--- config.mk ---
export PLATFORM = sky130hd
export DESIGN_NAME = length_prefixed_datagram_deframer_core
export DESIGN_NICKNAME = d
export VERILOG_FILES = /design/src/lpdd_pkg.sv /design/src/lpdd_parser.sv /design/src/lpdd_out_buf.sv /design/src/length_prefixed_datagram_deframer_core.sv
export SDC_FILE = /design/constraint.sdc
export NUM_CORES = 1
export LEC_CHECK = 0
export BUFFER_PORTS_ARGS = -buffer_cell sky130_fd_sc_hd__buf_2
export CELL_PAD_IN_SITES_DETAIL_PLACEMENT = 1
export CELL_PAD_IN_SITES_GLOBAL_PLACEMENT = 2
export CORE_MARGIN = 5
export CORE_UTILIZATION = 32
export DETAILED_ROUTE_END_ITERATION = 7
export PLACE_DENSITY = 0.76
export RECOVER_POWER = 100
export SLEW_MARGIN = 20
export SYNTH_ARGS = -nofsm -noshare
export SYNTH_HDL_FRONTEND = slang
export SYNTH_SLANG_ARGS = --single-unit
--- constraint.sdc ---
create_clock -name i_clk -period 62.5 [get_ports i_clk]
set_input_delay 3.125 -clock i_clk [delete_from_list [all_inputs] [get_ports i_clk]]
set_output_delay 3.125 -clock i_clk [all_outputs]
set_load 0.05 [all_outputs]
--- src/lpdd_pkg.sv ---
// Package for the length-prefixed datagram deframer.
// Holds field lengths, phase and result-kind codes and the result struct.
// No dependencies.
package lpdd_pkg;

    // Field lengths in bytes
    localparam logic [31:0] START_BYTES      = 32'd2;
    localparam logic [31:0] TYPE_BYTES       = 32'd1;
    localparam logic [31:0] ID_BYTES         = 32'd8;
    localparam logic [31:0] REQUEST_ID_BYTES = 32'd68;
    localparam logic [31:0] STAMP_BYTES      = 32'd8;
    localparam logic [31:0] LEN_BYTES        = 32'd4;
    localparam logic [31:0] PREFIX_BYTES     = 32'd4;
    localparam logic [31:0] END_BYTES        = 32'd2;

    // Field currently being received
    typedef enum logic [3:0] {
        PH_START  = 4'd0,
        PH_TYPE   = 4'd1,
        PH_ID     = 4'd2,
        PH_REQID  = 4'd3,
        PH_STAMP  = 4'd4,
        PH_LEN    = 4'd5,
        PH_PREFIX = 4'd6,
        PH_BODY   = 4'd7,
        PH_END    = 4'd8
    } t_phase;

    // Result kinds
    typedef enum logic [1:0] {
        KIND_REQID = 2'd0,
        KIND_BODY  = 2'd1,
        KIND_FRAME = 2'd2
    } t_kind;

    // One result request
    typedef struct packed {
        t_kind       kind;
        logic [7:0]  data_byte;
        logic        last_body_byte;
        logic [15:0] start_mark;
        logic [7:0]  message_type;
        logic [63:0] frame_id;
        logic [63:0] time_stamp;
        logic [31:0] body_length;
        logic [15:0] end_mark;
    } t_result;

endpackage

--- src/lpdd_parser.sv ---
// Byte parser: phase/count tracking and header field shift registers.
// Depends on lpdd_pkg; produces at most one result per accepted byte.
module lpdd_parser import lpdd_pkg::*; (
    input  logic       i_clk,
    input  logic       i_rst_n,
    input  logic       i_accept,
    input  logic [7:0] i_rx_byte,
    output logic       o_res_valid,
    output t_result    o_res
);

    t_phase      r_phase, n_phase;
    logic [31:0] r_count, n_count;
    logic [15:0] r_start, n_start;
    logic [7:0]  r_type, n_type;
    logic [63:0] r_id, n_id;
    logic [63:0] r_stamp, n_stamp;
    logic [31:0] r_len, n_len;
    logic [15:0] r_end, n_end;

    logic [31:0] w_inc;
    logic        w_last;

    assign w_inc  = r_count + 32'd1;
    assign w_last = (r_count == (r_len - 32'd1));

    // Next state and result for the byte on the input
    always_comb begin
        n_phase     = r_phase;
        n_count     = r_count;
        n_start     = r_start;
        n_type      = r_type;
        n_id        = r_id;
        n_stamp     = r_stamp;
        n_len       = r_len;
        n_end       = r_end;
        o_res_valid = 1'b0;
        o_res       = '0;
        unique case (r_phase)
            PH_TYPE: begin
                n_type = i_rx_byte;
                if (w_inc >= TYPE_BYTES) begin
                    n_count = '0;
                    n_phase = PH_ID;
                end else begin
                    n_count = w_inc;
                end
            end
            PH_ID: begin
                n_id = {r_id[55:0], i_rx_byte};
                if (w_inc >= ID_BYTES) begin
                    n_count = '0;
                    n_phase = PH_REQID;
                end else begin
                    n_count = w_inc;
                end
            end
            PH_REQID: begin
                o_res_valid     = 1'b1;
                o_res.kind      = KIND_REQID;
                o_res.data_byte = i_rx_byte;
                if (w_inc >= REQUEST_ID_BYTES) begin
                    n_count = '0;
                    n_phase = PH_STAMP;
                end else begin
                    n_count = w_inc;
                end
            end
            PH_STAMP: begin
                n_stamp = {r_stamp[55:0], i_rx_byte};
                if (w_inc >= STAMP_BYTES) begin
                    n_count = '0;
                    n_phase = PH_LEN;
                end else begin
                    n_count = w_inc;
                end
            end
            PH_LEN: begin
                n_len = {r_len[23:0], i_rx_byte};
                if (w_inc >= LEN_BYTES) begin
                    n_count = '0;
                    n_phase = PH_PREFIX;
                end else begin
                    n_count = w_inc;
                end
            end
            PH_PREFIX: begin
                // empty body skips straight to the end mark
                if (w_inc >= PREFIX_BYTES) begin
                    n_count = '0;
                    n_phase = (r_len == '0) ? PH_END : PH_BODY;
                end else begin
                    n_count = w_inc;
                end
            end
            PH_BODY: begin
                o_res_valid          = 1'b1;
                o_res.kind           = KIND_BODY;
                o_res.data_byte      = i_rx_byte;
                o_res.last_body_byte = w_last;
                if (w_last) begin
                    n_count = '0;
                    n_phase = PH_END;
                end else begin
                    n_count = w_inc;
                end
            end
            PH_END: begin
                n_end = {r_end[7:0], i_rx_byte};
                if (w_inc < END_BYTES) begin
                    n_count = w_inc;
                end else begin
                    n_count            = '0;
                    n_phase            = PH_START;
                    o_res_valid        = 1'b1;
                    o_res.kind         = KIND_FRAME;
                    o_res.start_mark   = r_start;
                    o_res.message_type = r_type;
                    o_res.frame_id     = r_id;
                    o_res.time_stamp   = r_stamp;
                    o_res.body_length  = r_len;
                    o_res.end_mark     = {r_end[7:0], i_rx_byte};
                end
            end
            default: begin
                // start mark; unused codes restart with an empty count
                n_start = {r_start[7:0], i_rx_byte};
                if (((r_phase == PH_START) ? w_inc : 32'd1) >= START_BYTES) begin
                    n_count = '0;
                    n_phase = PH_TYPE;
                end else begin
                    n_count = (r_phase == PH_START) ? w_inc : 32'd1;
                    n_phase = PH_START;
                end
            end
        endcase
        if (!i_accept) begin
            o_res_valid = 1'b0;
        end
    end

    // Control state
    always_ff @(posedge i_clk) begin
        if (!i_rst_n) begin
            r_phase <= PH_START;
            r_count <= '0;
        end else if (i_accept) begin
            r_phase <= n_phase;
            r_count <= n_count;
        end
    end

    // Header shift registers, fully reloaded each frame
    always_ff @(posedge i_clk) begin
        if (!i_rst_n) begin
            r_start <= '0;
            r_type  <= '0;
            r_id    <= '0;
            r_stamp <= '0;
            r_len   <= '0;
            r_end   <= '0;
        end else if (i_accept) begin
            r_start <= n_start;
            r_type  <= n_type;
            r_id    <= n_id;
            r_stamp <= n_stamp;
            r_len   <= n_len;
            r_end   <= n_end;
        end
    end

endmodule

--- src/lpdd_out_buf.sv ---
// Result register with one skid entry.
// Depends on lpdd_pkg; stalls upstream only when the skid entry is full.
module lpdd_out_buf import lpdd_pkg::*; (
    input  logic    i_clk,
    input  logic    i_rst_n,
    input  logic    i_push,
    input  t_result i_res,
    output logic    o_full,
    output logic    o_valid,
    input  logic    i_stall,
    output t_result o_res
);

    logic    r_main_v, r_skid_v;
    t_result r_main, r_skid;
    logic    w_free;

    // main slot can load when empty or being taken this cycle
    assign w_free = !r_main_v || !i_stall;

    always_ff @(posedge i_clk) begin
        if (!i_rst_n) begin
            r_main_v <= 1'b0;
            r_skid_v <= 1'b0;
        end else if (w_free) begin
            if (r_skid_v) begin
                r_main_v <= 1'b1;
                r_skid_v <= 1'b0;
            end else begin
                r_main_v <= i_push;
            end
        end else if (i_push) begin
            r_skid_v <= 1'b1;
        end
    end

    // Payload
    always_ff @(posedge i_clk) begin
        if (w_free) begin
            r_main <= r_skid_v ? r_skid : i_res;
        end else if (i_push) begin
            r_skid <= i_res;
        end
    end

    assign o_full  = r_skid_v;
    assign o_valid = r_main_v;
    assign o_res   = r_main;

endmodule

--- src/length_prefixed_datagram_deframer_core.sv ---
// Top level of the length-prefixed datagram deframer.
// Depends on lpdd_pkg, lpdd_parser and lpdd_out_buf.
//
//  channel  | valid        | stall        | payload
//  ---------+--------------+--------------+-------------------------------------
//  input    | i_in_valid   | o_in_stall   | i_rx_byte
//  result   | o_out_valid  | i_out_stall  | o_kind .. o_end_mark
//
// The parser is a single pass over phase and count registers, so it accepts one
// byte per cycle with no bubbles while o_in_stall is low; its result, if any, is
// registered in the result register, or in the skid entry while that is stalled.
// Synchronous active-low reset returns to the start mark phase, outputs empty.
// A one-entry skid behind the result register keeps input flowing while a
// result waits; input stalls only once that skid entry is also occupied.
module length_prefixed_datagram_deframer_core import lpdd_pkg::*; (
    input  logic        i_clk,
    input  logic        i_rst_n,
    input  logic        i_in_valid,
    output logic        o_in_stall,
    input  logic [7:0]  i_rx_byte,
    output logic        o_out_valid,
    input  logic        i_out_stall,
    output logic [1:0]  o_kind,
    output logic [7:0]  o_data_byte,
    output logic        o_last_body_byte,
    output logic [15:0] o_start_mark,
    output logic [7:0]  o_message_type,
    output logic [63:0] o_frame_id,
    output logic [63:0] o_time_stamp,
    output logic [31:0] o_body_length,
    output logic [15:0] o_end_mark
);

    logic    w_full, w_accept, w_res_valid;
    t_result w_res, w_out;

    assign w_accept   = i_in_valid && !w_full;
    assign o_in_stall = w_full;

    // Byte parser
    lpdd_parser u_parser (
        .i_clk       (i_clk),
        .i_rst_n     (i_rst_n),
        .i_accept    (w_accept),
        .i_rx_byte   (i_rx_byte),
        .o_res_valid (w_res_valid),
        .o_res       (w_res)
    );

    // Result register and skid
    lpdd_out_buf u_out_buf (
        .i_clk   (i_clk),
        .i_rst_n (i_rst_n),
        .i_push  (w_res_valid),
        .i_res   (w_res),
        .o_full  (w_full),
        .o_valid (o_out_valid),
        .i_stall (i_out_stall),
        .o_res   (w_out)
    );

    assign o_kind           = w_out.kind;
    assign o_data_byte      = w_out.data_byte;
    assign o_last_body_byte = w_out.last_body_byte;
    assign o_start_mark     = w_out.start_mark;
    assign o_message_type   = w_out.message_type;
    assign o_frame_id       = w_out.frame_id;
    assign o_time_stamp     = w_out.time_stamp;
    assign o_body_length    = w_out.body_length;
    assign o_end_mark       = w_out.end_mark;

endmodule

# After elaboration in Yosys (flattened, before gate mapping)
# Cells that the tools add are included.
totals:
  register_bits: 652
  input_bits: 12
  out_inout_bits: 213
  wordCells: 107
classes:
  n_addsub: 2
  order_cmp: 6
  eq_ne: 17
  muxes: 31
  bitwise: 3
  reduce_logical: 20
ops:
  columns: ["cell", "count"]
  rows:
  - ["200-bit 2-to-1 mux", 2]
  - ["32-bit 2-to-1 mux", 8]
  - ["211-bit 2-to-1 mux", 1]
  - ["32-bit case mux with 6 select lines", 1]
  - ["4-bit 2-to-1 mux", 9]
  - ["32-bit by 1-bit adder with 32-bit output, second input constant", 1]
  - ["32-bit equality test", 1]
  - ["32-bit by 1-bit greater-or-equal comparator with 1-bit output, second input constant", 1]
  - ["32-bit by 2-bit greater-or-equal comparator with 1-bit output, second input constant", 1]
  - ["32-bit by 3-bit greater-or-equal comparator with 1-bit output, second input constant", 1]
  - ["32-bit by 4-bit greater-or-equal comparator with 1-bit output, second input constant", 1]
  - ["32-bit by 7-bit greater-or-equal comparator with 1-bit output, second input constant", 1]
  - ["32-bit zero test", 1]
  - ["32-bit by 2-bit < comparator with 1-bit output, second input constant", 1]
  - ["4-bit case mux with 8 select lines", 1]
  - ["32-bit by 1-bit subtractor with 32-bit output, second input constant", 1]
  - ["4-bit by 3-bit equality test with 1-bit output, second input constant", 4]
  - ["2-bit by 1-bit inequality test with 1-bit output, second input constant", 7]
  - ["2-bit AND reduction", 7]
  - ["9-bit AND reduction", 1]
  - ["4-bit by 2-bit equality test with 1-bit output, second input constant", 2]
  - ["8-bit 2-to-1 mux", 1]
  - ["2-bit OR reduction", 4]
  - ["8-bit OR reduction", 1]
  - ["12 further kinds", 20]

# Longest topological paths before layout
logic_depth:
  ltp_word: 6
  ltp_mapped: 13
  mapped_depth_nobuf: 11

# Modules after synthesis
# A second synthesis with hierarchy kept.
unflattened:
  cells_unflattened: 2253
  hier_area_um2: 28054.4
by_module_without_submodules:
  columns: ["mod", "instances", "cells_per_inst", "area_each_um2", "seq_area_each_um2"]
  rows:
  - ["lpdd_out_buf", 1, 664, 16148.0, 12712.2]
  - ["lpdd_parser", 1, 1588, 11892.7, 4564.4]
  - ["length_prefixed_datagram_deframer_core", 1, 1, 13.8, 0.0]

# Worst setup path after synthesis
# OpenSTA, ideal clock, no wires.
synth_timing:
  path_type: "input to register"
  startpoint: "input i_out_stall"
  endpoint: "register u_out_buf.r_skid[0] in the netlist's numbering (enable)"
  setup_time_ps: 3479
  arrival_ps: 23562
  required_time_ps: 59021
  path_slack_ps: 35459
  cell_stages: 2
  path_buffers: 0
  path_cell_list: "nand2_1 nor3_1"
synth_via:
  elab_chain_len: 4
synth_lines:
  columns: ["item", "line", "rtl"]
  rows:
  - ["from (decl)", "length_prefixed_datagram_deframer_core.sv:22", "input logic i_out_stall,"]
  - ["1-bit zero test", "lpdd_out_buf.sv:19", "assign w_free = !r_main_v || !i_stall;"]
  - ["1-bit logical OR", "lpdd_out_buf.sv:19", null]
  - ["1-bit NOT (no source line)", null, null]
  - ["2-bit AND reduction (no source line)", null, null]
  - ["to (signal assigned)", "lpdd_out_buf.sv:42", "r_skid <= i_res;"]
  - ["to (decl)", "lpdd_out_buf.sv:15", "t_result r_main, r_skid;"]
# Every way passes these cells.
# A chain may end at the register's enable or synchronous reset.

# Final worst setup path
layout_timing:
  startpoint: "register u_parser.r_count[5]"
  endpoint: "register u_out_buf.r_skid[53] in the netlist's numbering (enable)"
layout_via:
  elab_chain_len: 6
layout_lines:
  columns: ["item", "line", "rtl"]
  rows:
  - ["from (decl)", "lpdd_parser.sv:13", "logic [31:0] r_count, n_count;"]
  - ["from (signal assigned)", "lpdd_parser.sv:149", "r_count <= n_count;"]
  - ["32-bit by 1-bit adder with 32-bit output", "lpdd_parser.sv:24", "assign w_inc = r_count + 32'd1;"]
  - ["32-bit by 2-bit < comparator with 1-bit output", "lpdd_parser.sv:110", "if (w_inc < END_BYTES) begin"]
  - ["1-bit 2-to-1 mux", "lpdd_parser.sv:110", null]
  - ["1-bit case mux with 2 select lines", "lpdd_parser.sv:39", "unique case (r_phase)"]
  - ["1-bit 2-to-1 mux", "lpdd_parser.sv:137", "if (!i_accept) begin"]
  - ["2-bit AND reduction (no source line)", null, null]
# Every way passes these cells.

==> impl_metrics.yaml <==
worst_setup_path:
  cp.depth: 12
  r2r_cells: 12
  path_buf_inv: 3
  start_kind: "register"
  critPathMaxStageDelay_ns: 2.82
  cp-endpoint: "u_out_buf.r_skid[53]"
  required_ns: 62.63
  crit_top_cell: "clkbuf_1"
  critPathTopFamily: "buffers and inverters"
  path_cells: "nand4_1 -> nor3_1 -> and2_0 -> nor3b_1 -> xnor2_1 -> nor4b_1 -> a21oi_4 -> clkbuf_1 -> nor2_1 -> nor3_1 -> clkbuf_1 -> clkbuf_1"
  cp-startpoint: "u_parser.r_count[5]"
  end_kind: "register"
  r2r_slack_ns: 50.56
  r2r-end: "u_out_buf.r_skid[53]"
  timing.rr.start: "u_parser.r_count[5]"
  worst_path_max_delay_cell: "clkbuf_1"
  path_class: "reg -> reg"
  arrival_ns: 12.06
  crit_fanout: 85
detailed_routing:
  vias_per_cell: 4.968
  vias: 18190
  wl_per_cell_um: 20.34
  dr.pass1.iters: 5
  drtIter0Drc: 1041
  drc_errors: 0
  drt_wl_total_mm: 74.47
  ant_nets: 0
global_route:
  grt_usage_pct: 15.57
  first_global_vias: 18710
  grt_pass1_wl_mm: 113.3
  antenna_found_initial: 1
  grt_overflow: 0
  grt_max_degree: 121
final_layout:
  postLayoutCoreUtil_pct: 37.07
  final_nets: 2472
  drive_above_1_share_pct: 12.08
  fin_cells: 3661
  areaGrowthSynthToFinish_pct: 14.92
min_path:
  hp-class: "reg -> reg"
  min_path_cells: 2
clocking:
  cts_sinks: 652
  ctsLongestPathBuffers: 3
  postCtsHoldBufs: 0
  postCtsResizedCells: 0
  clk_latency_ns: 0.61
  post_cts_buffers: 0
  numCtsBuffers: 72
  path_clk_slew_ns: 0.06
  htree_levels: 3
  root_buffer: "clkbuf_16"
  cts_tree: "built"
sta:
  skew_ns: 0.02255
  tightest_slew_ns: 4.561
  clock.fmax_mhz: 83.78
  fin_crit_sh_pct: 19.10
  hold_viol: 0
  fin_ws_ns: 50.56
  slew-limit-headroom_pct: -204.1
  final-setup-viol-count: 0
  rsz0062_at_grt: "no"
  setup_tns_ns: 0
  period_minus_slack_ns: 11.94
  final-max-slew-violation-count: 802
placement:
  dp_slack_ns: 56.51
  io_buffers: 224
  dp_hpwl_mm: 48.34
  gp_congestion: 0.8256
  dp_cells: 3526
synth:
  synth-edff-count: 422
  async_reset_ff_share_pct: 0
  ys_types: 82
  ys_ff_latch: 652
  synth_area_per_cell_um2: 11.94
  synth_warnings: 0
  postSynthCellCount: 2303
  synth_seq_area_share_pct: 62.81
  synth_flop_cell: "edfxtp_1"
  synth_area_mm2: 0.02751
  syn_nets: 2319
floorplan:
  start_util_pct: 32.26
  core_mm2: 0.08528
  chipHeight_um: 303.2
  die_w_um: 303.2
  ios: 225
  die_area_mm2: 0.09192
  rows: 107
run_status:
  run_status: "finished with violations"
  violations: "max-capacitance violations, max-slew violations"
pwr:
  peakVddDrop_v: 0.00002038
  p_total_mw: 0.9298
  powerDensity_mw_per_mm2: 29.41
  leakage_nw: 11.41
job:
  max_cap_viol_count: 14
-- state kept, by name, indices dropped and copies added, names as in the netlist --
register	count
u_out_buf.o_valid	1
u_out_buf.o_full	1
u_parser.r_start	16
u_parser.r_stamp	64
u_parser.r_end	8
u_parser.r_id	64
u_parser.r_count	32
u_parser.r_len	32
u_out_buf.o_res	211
u_parser.r_phase	4
u_parser.r_type	8
u_out_buf.r_skid	211
-- metrics by stage --
step,cell area (um^2),hold slack (ns)
final,31610,0.4529
after global routing,31610,0.4672
after CTS,32010,0.4537
after detailed placement,29530,0.4451
after global placement,29520,0.4379
after floorplan,27510,0.4317
-- area by class of cell --
class,count,area [um^2]
clock buffers,96,2022
multi-input cells,1462,9368
clock inverters,38,461.7
repair buffers,246,955.9
diodes,1,2.502
well taps,1144,1431
inverters,22,95.09
flip-flops and latches,652,17280
fillers,9209,53670
-- Yosys cell counts, types with 20 or more instances --
cell type  instances  area (um^2)
edfxtp_1         422        12670
nor3_1            23        115.1
and2_1           205         1282
nor2_1            87        326.6
and3_1            21        131.4
nand2_1          374         1404
a21oi_1          179        895.9
mux2i_1           37        370.4
xnor2_1           39        341.6
xor2_1            26        227.7
clkbuf_1         133        499.2
nand4_1           27        168.9
inv_1             20        75.07
dfxtp_1          230         4604
mux2_2           210         2365
nand3_1           34        170.2
-- worst min-delay path by stage --
stage / slack, ns / to / startpoint
after detailed placement: 0.45 / u_parser.r_stamp[56] / u_parser.r_stamp[56]
after global routing: 0.47 / u_parser.r_id[56] / u_parser.r_id[56]
final: 0.45 / u_parser.r_stamp[56] / u_parser.r_stamp[56]
after global placement: 0.44 / u_parser.r_id[61] / u_parser.r_id[61]
after floorplan: 0.43 / u_parser.r_id[56] / u_parser.r_id[56]
after CTS: 0.45 / u_parser.r_stamp[56] / u_parser.r_stamp[56]
-- layout by cell type, fill, tap and decap left out, drive strengths merged, types with 21 or more instances in the layout --
cell type  Yosys  final
clkinv         2     22
mux2         210    210
xnor2         39     39
mux2i         37     37
nand4         29     29
a21oi        180    180
and3          21     21
o21ai         22     22
nand2        374    374
clkbuf       133    332
xor2          26     26
dfxtp        230    230
nor3          25     25
and2         205    205
nand3         34     34
inv           20     26
nor4          22     22
edfxtp       422    422
nor2          87     87
-- power by group --
group          switching [mW]  leakage, nW  internal, mW
Clock                   0.175         1.21         0.267
Sequential            0.00298         6.33         0.456
Combinational          0.0217         3.87       0.00682
Total                   0.200         11.4         0.730
-- routing by layer --
| layer | vias up | global-route usage, % | wire [um] |
|---|---|---|---|
| met5 | - | 0 | 13 |
| met4 | 2 | 3.551 | 1212 |
| met3 | 88 | 2.504 | 3257 |
| met2 | 342 | 25.72 | 35110 |
| met1 | 9268 | 21.68 | 34870 |
| li1 | 8489 | - | - |
-- worst register-to-register path, cell delays in order (launching register included) --
cell and delay [ns]:
dfxtp_1 0.63, nand4_1 0.45, nor3_1 0.67, and2_0 0.27, nor3b_1 0.25, xnor2_1 0.11
nor4b_1 0.28, a21oi_4 0.16, clkbuf_1 2.64, nor2_1 0.07, nor3_1 0.36, clkbuf_1 2.82
clkbuf_1 2.68
-- logic make-up (layout without fill, tap and decap cells) --
| group | after synthesis | in the layout | share of synthesized area (%) |
|---|---|---|---|
| and+or+nand+nor | 862 | 862 | 15.72 |
| DFF | 652 | 652 | 62.81 |
| AOI/OAI and AO/OA | 283 | 283 | 6.159 |
| muxes | 247 | 247 | 9.943 |
| buffers and inverters | 189 | 402 | 3.038 |
| xor gates and xnor gates | 66 | 66 | 2.151 |
| adders and majority gates | 4 | 4 | 0.1819 |
| other | 0 | 1 | 0 |
No activity file was read; power rests on OpenSTA's default activity.
